==> src/rtl/plcm_pkg.sv <==
package plcm_pkg;

  localparam int TableDepth = 16;
  localparam int IdxW       = $clog2(TableDepth);
  localparam int CntW       = $clog2(TableDepth + 1);
  localparam int PosW       = 16;
  localparam int ChanW      = 8;
  localparam int XW         = PosW + 1;
  // divider: dividend wide enough for the shifted normalising numerator
  localparam int NumW       = 2 * PosW + 1;
  localparam int DenW       = XW;
  localparam int BlendW     = ChanW + XW + 1;

  localparam logic [1:0] RegMin   = 2'd0;
  localparam logic [1:0] RegMax   = 2'd1;
  localparam logic [1:0] RegCount = 2'd2;

  localparam logic CmdLoad = 1'b0;
  localparam logic CmdMap  = 1'b1;

  typedef struct packed {
    logic [ChanW-1:0] red;
    logic [ChanW-1:0] green;
    logic [ChanW-1:0] blue;
  } rgb_t;

endpackage

==> src/rtl/plcm_div.sv <==
// Pipelined restoring divider, one quotient bit per stage, carries a tag along.
module plcm_div (
  input  logic                      clk,
  input  logic                      rst_n,
  input  logic                      en,
  input  logic                      in_vld,
  input  logic [plcm_pkg::NumW-1:0] in_num,
  input  logic [plcm_pkg::DenW-1:0] in_den,
  input  logic                      in_tag,
  output logic                      out_vld,
  output logic [plcm_pkg::NumW-1:0] out_quo,
  output logic                      out_tag
);
  localparam int NW = plcm_pkg::NumW;
  localparam int DW = plcm_pkg::DenW;

  logic [NW-1:0] num_r [1:NW];
  logic [DW-1:0] den_r [1:NW];
  logic [DW:0]   rem_r [1:NW];
  logic [NW-1:0] quo_r [1:NW];
  logic          tag_r [1:NW];
  logic          vld_r [1:NW];

  for (genvar s = 0; s < NW; s++) begin : g_st
    logic [NW-1:0] num_i;
    logic [DW-1:0] den_i;
    logic [DW:0]   rem_i;
    logic [NW-1:0] quo_i;
    logic          tag_i;
    logic          vld_i;
    logic [DW:0]   trial;
    logic          ge;

    // stage inputs: the port for the first stage, the previous stage otherwise
    if (s == 0) begin : g_head
      assign num_i = in_num;
      assign den_i = in_den;
      assign rem_i = '0;
      assign quo_i = '0;
      assign tag_i = in_tag;
      assign vld_i = in_vld;
    end else begin : g_body
      assign num_i = num_r[s];
      assign den_i = den_r[s];
      assign rem_i = rem_r[s];
      assign quo_i = quo_r[s];
      assign tag_i = tag_r[s];
      assign vld_i = vld_r[s];
    end

    assign trial = {rem_i[DW-1:0], num_i[NW-1-s]};
    assign ge    = trial >= {1'b0, den_i};
    always_ff @(posedge clk) begin
      if (!rst_n) begin
        vld_r[s+1] <= 1'b0;
      end else if (en) begin
        vld_r[s+1] <= vld_i;
      end
      if (en) begin
        num_r[s+1] <= num_i;
        den_r[s+1] <= den_i;
        tag_r[s+1] <= tag_i;
        rem_r[s+1] <= ge ? trial - {1'b0, den_i} : trial;
        quo_r[s+1] <= {quo_i[NW-2:0], ge};
      end
    end
  end

  assign out_vld = vld_r[NW];
  assign out_quo = quo_r[NW];
  assign out_tag = tag_r[NW];
endmodule

==> config.mk <==
export PLATFORM = sky130hd
export DESIGN_NAME = plcm_div
export DESIGN_NICKNAME = d
export VERILOG_FILES = /design/src/rtl/plcm_pkg.sv /design/src/rtl/plcm_div.sv
export SDC_FILE = /design/constraint.sdc
export NUM_CORES = 2
export LEC_CHECK = 0
export BUFFER_PORTS_ARGS = -buffer_cell sky130_fd_sc_hd__buf_4
export CAP_MARGIN = 20
export CORE_ASPECT_RATIO = 1.4
export CORE_MARGIN = 1
export CORE_UTILIZATION = 45
export DETAILED_ROUTE_END_ITERATION = 6
export PLACE_DENSITY = 0.56
export RECOVER_POWER = 100
export SLEW_MARGIN = 20
export SYNTH_ARGS = -nofsm -noshare
export SYNTH_HDL_FRONTEND = slang
export SYNTH_SLANG_ARGS = --single-unit
==> constraint.sdc <==
create_clock -name clk -period 3.6 [get_ports clk]
set_clock_uncertainty 0.05 [all_clocks]
set_input_delay 0.72 -clock clk [delete_from_list [all_inputs] [get_ports clk]]
set_output_delay 0.72 -clock clk [all_outputs]
set_load 0.1 [all_outputs]
==> impl_summary.md <==
Status
The run finished, with violations left. The checks that failed: capacitance limit, slew limit.

Timing
The final-report hold violation count is 0. On the final layout, the worst hold slack is 0.198 ns. Setup violations remaining at the end of the flow were counted as 0. Setup repair after global routing left no endpoint under its margin. Across all setup checks in the final design, the least slack found is 0.209 ns. After layout, the worst path uses 94.2% of the clock period. The max-slew violation count was 44.

The transition time of the tightest slew-check pin is about 2.8 ns. For the final routed database, the setup TNS stands at 0 ns. The worst pin sits at a relative slew slack of -83.8%. The highest attainable clock frequency is 295 MHz. The shortest clock period the worst path allows after layout is between 3 and 4 ns.

Power
The switching share of total power is 32.9%. The clock network fraction of design power is roughly a quarter. The leakage power of the design is 43.4 nW.

The internal power of the cells totals 63.7 mW. Per report_power, the combinational group accounts for 34.8% of the total. For this design the ratio of total power to cell area is ~830 mW/mm^2. For this design the total switching power over the nets is 31.3 mW. Registers are responsible for 40.7% of the overall power. IR analysis of the VDD net gives a maximum drop of 0.520 mV.

Yosys
The prevailing post-synth register cell is sky130_fd_sc_hd__edfxtp_1. Counting every instance in the synthesized netlist gives 7245. The register bit total from synthesis is 2243. Counting flops with a built-in enable in the synthesized netlist gives around 2.2k. The share of synthesized registers carrying an async set or reset is 0%.

After synthesis, flip-flops and latches occupy 66.5% of the total area. The number of nets handed over by synthesis was 7877. The count of warnings emitted by yosys is 0.

The synthesized netlist contains 102 unique library cells. After synthesis, the mean cell area works out to about 14 um^2. The area of the mapped netlist is 0.101 mm^2.

Route
The number of vias in the routed layout is 56.6k. After detailed routing, the number of remaining DRC violations is 0. The first detailed-routing pass ran for 5 iterations. The per-cell routed wire length is 18.9 um. The count of nets left with antenna violations after detail routing is 0.

The total wire length after detailed routing is 203 mm. The detailed router finished its first iteration with 3124 violations. Dividing the detail-routed via count by the number of cells gives 5.28.

Global routing
The busiest metal layer after global routing is met2. The met2 layer usage reported by global route is 33.7%. Entering global routing, the biggest net connects about 140 pins.

The overall overflow remaining after global route is 0. The number of global-route vias before repair is 57.7k. The met3 track demand over resource is 2.21%. Global routing used 17.8% of the available tracks.

For this run, global-route usage on met1 was measured as 19.8%. The initial antenna violation count is 2. The first global-routing pass estimated about 320 mm of wire.

CTS
The deepest clock path buffer count is 4. TritonCTS built the clock tree. In this run the post-CTS setup repair buffer count came out at 0.

The tree built by TritonCTS fans out to roughly 2.2k sinks. The total CTS buffers is 225. The buffer type at the clock tree root is sky130_fd_sc_hd__clkbuf_16. After clock tree synthesis, the clock-pin slew on the worst setup and hold paths is 0.06 ns. The count of H-tree levels built during CTS is 4. The later pin in the worst-skew pair is clocked with a latency of 0.87 ns.

Worst setup path
The maximum fanout along the worst path is 18. At the worst endpoint, the arrival time is 3.93 ns. In this run the critical register-to-register path is launched from num_r[0][544]. The setup slack of the worst register-to-register path is 0.21 ns. The category of the worst setup path launch point is a flop. The worst path required time is 4.14 ns. The worst setup path is captured at a flop.

The critical path start-end classification is reg -> reg. The number of cells on the worst reg-to-reg path is 12. The terminus of the critical flop-to-flop path is rem_r[0][313].

Layout
The area growth from synthesis to layout is 12.3%. The share of cells above drive strength 1 is 9.49%. The final net count is slightly above 8k.

The final non-filler cell area is 0.114 mm^2.

Placed design
The placer congestion estimate is 0.861. In this run the cell area measured after placement is around 0.11 mm^2. The pre-CTS setup slack is ~0.14 ns. The HPWL after detailed placement is 146 mm. The number of I/O port buffers is 89.

Min path
The startpoint identified for the worst hold timing path is in_vld. The path class of the tightest hold or removal check is in -> reg. The worst hold path terminates at vld_r[1]. Counting instances, the worst hold path has a depth of 2.

Floorplanning
The I/O pin count is 90. The standard cell core area is 0.223 mm^2. The die height is between 500 and 600 um. The floorplan has 205 rows.

The die outline area is approximately 0.23 mm^2. The die is 403 um wide. The initial utilization of the core area, before any placement, comes to 45.4%.

Flow run
The number of max-capacitance violations reported is 1.
## power by group through the flow
stage / combinational, mW / sequential [mW] / clock [mW]
final: 33.0 / 38.6 / 23.3
after global routing: 37.0 / 39.1 / 25.0
after CTS: 33.7 / 38.7 / 24.1
after detailed placement: 33.4 / 39.2 / 0
after global placement: 32.9 / 39.3 / 0
after floorplan: 25.2 / 37.6 / 0
## cells by family (layout without fill, tap and decap cells)
group	after synthesis	count (layout)	synth area share, %
DFF	2243	2243	66.5
AOI/OAI and AO/OA	1662	1662	10.6
and+or+nand+nor	1310	1310	6.20
buffers and inverters	820	1394	3.14
adders and majority gates	577	577	7.36
xor gates and xnor gates	348	348	3.01
muxes	285	285	3.14
other	0	2	0
## area by class of cell
| type | instances | area (um^2) |
|---|---|---|
| Inverter | 703 | 2640 |
| Sequential cell | 2243 | 67400 |
| Clock inverter | 147 | 1480 |
| Multi-Input combinational cell | 4182 | 30700 |
| Clock buffer | 262 | 5810 |
| Antenna cell | 2 | 5.00 |
| Timing Repair Buffer | 282 | 2090 |
| Fill cell | 19000 | 109000 |
| Tap cell | 2898 | 3630 |
## per-layer routing
metal / routed length, um / vias up
met5: 0 / -
met4: 8810 / 0
met2: 109000 / 950
li1: - / 27900
met1: 78800 / 27300
met3: 6190 / 441
## synth_stat cells (all sizes together) (19+ instances only)
cell	count	share of area (%)
fa	31	0.61
a21o	166	1.2
o21ai	462	2.3
nand2	419	1.6
a221oi	20	0.17
nand2b	63	0.39
buf	44	0.26
a21oi	421	2.1
nand3	61	0.30
a21boi	20	0.16
o21a	99	0.73
xnor2	205	1.8
ha	546	6.7
a211o	19	0.16
nor2	346	1.3
nor2b	72	0.44
o21bai	52	0.39
nor3	63	0.31
clkbuf	73	0.27
o31ai	54	0.43
o211ai	34	0.25
nand3b	25	0.19
mux2	246	2.8
nor3b	19	0.14
and3	77	0.48
a211oi	100	0.76
or3	23	0.14
mux2i	39	0.39
a31oi	54	0.34
edfxtp	2243	67
xor2	143	1.2
nand4	70	0.43
inv	703	2.6
## timing repair
item | 4_1_cts | 5_1_grt
resized for setup | 0 | 1
endpoints found under the hold margin | 48 | 0
endpoints found under the setup margin | 0 | 1
hold buffers | 48 | 0
## stage by stage
stage	utilization [%]	cells	total power, mW
floorplan	-	7245	62.8
global placement	47.8	10300	72.2
detailed placement	47.8	10300	72.6
CTS	51.3	10700	96.4
global route	51.0	10700	101
finish	51.0	10700	94.9
## layout by cell type (no fill, tap or decap), types with 34 or more instances in the layout
cell type,count
sky130_fd_sc_hd__clkinv_1,41
sky130_fd_sc_hd__inv_1,702
sky130_fd_sc_hd__dlygate4sd3_1,48
sky130_fd_sc_hd__a31oi_1,54
sky130_fd_sc_hd__clkinv_2,47
sky130_fd_sc_hd__xnor2_1,205
sky130_fd_sc_hd__xor2_1,143
sky130_fd_sc_hd__and3_1,77
sky130_fd_sc_hd__o21a_1,99
sky130_fd_sc_hd__o21ai_0,451
sky130_fd_sc_hd__a21o_1,165
sky130_fd_sc_hd__nor3_1,63
sky130_fd_sc_hd__clkbuf_1,127
sky130_fd_sc_hd__mux2_1,35
sky130_fd_sc_hd__edfxtp_1,2243
sky130_fd_sc_hd__nand2_1,417
sky130_fd_sc_hd__o21bai_1,52
sky130_fd_sc_hd__nand3_1,61
sky130_fd_sc_hd__buf_4,41
sky130_fd_sc_hd__nor2_1,345
sky130_fd_sc_hd__o31ai_1,52
sky130_fd_sc_hd__nand4_1,70
sky130_fd_sc_hd__clkbuf_16,227
sky130_fd_sc_hd__mux2_2,210
sky130_fd_sc_hd__o211ai_1,34
sky130_fd_sc_hd__nand2b_1,63
sky130_fd_sc_hd__ha_1,546
sky130_fd_sc_hd__mux2i_1,39
sky130_fd_sc_hd__a21oi_1,420
sky130_fd_sc_hd__clkbuf_4,41
sky130_fd_sc_hd__a211oi_1,96
sky130_fd_sc_hd__nor2b_1,72
## registers in the layout, indices dropped and copies added (netlist names)
register,cells
den_r,544
rem_r,544
num_r,528
quo_r,561
vld_r,33
tag_r,33
## critical path: stages (launching register included)
cell and delay [ns]:
sky130_fd_sc_hd__edfxtp_1 0.36, sky130_fd_sc_hd__inv_1 0.08, sky130_fd_sc_hd__ha_1 0.18, sky130_fd_sc_hd__inv_1 0.06, sky130_fd_sc_hd__fa_1 0.42, sky130_fd_sc_hd__a211oi_2 0.25
sky130_fd_sc_hd__o211ai_1 0.18, sky130_fd_sc_hd__a41oi_1 0.44, sky130_fd_sc_hd__o31a_1 0.22, sky130_fd_sc_hd__o21ai_1 0.09, sky130_fd_sc_hd__a41oi_4 0.27, sky130_fd_sc_hd__buf_12 0.19
sky130_fd_sc_hd__mux2_2 0.35
## worst max path at each step
stage	from	to	slack (ns)	depth (start not counted)
after detailed placement	num_r[0][448]	rem_r[0][253]	0.14	11
final	num_r[0][544]	rem_r[0][313]	0.21	12
after floorplan	num_r[0][384]	rem_r[0][227]	0.50	12
after global placement	num_r[0][448]	rem_r[0][253]	0.23	11
after global routing	num_r[0][64]	rem_r[0][49]	0.01	12
after CTS	num_r[0][448]	rem_r[0][253]	0.13	11
(Power assumes the default switching activity.)
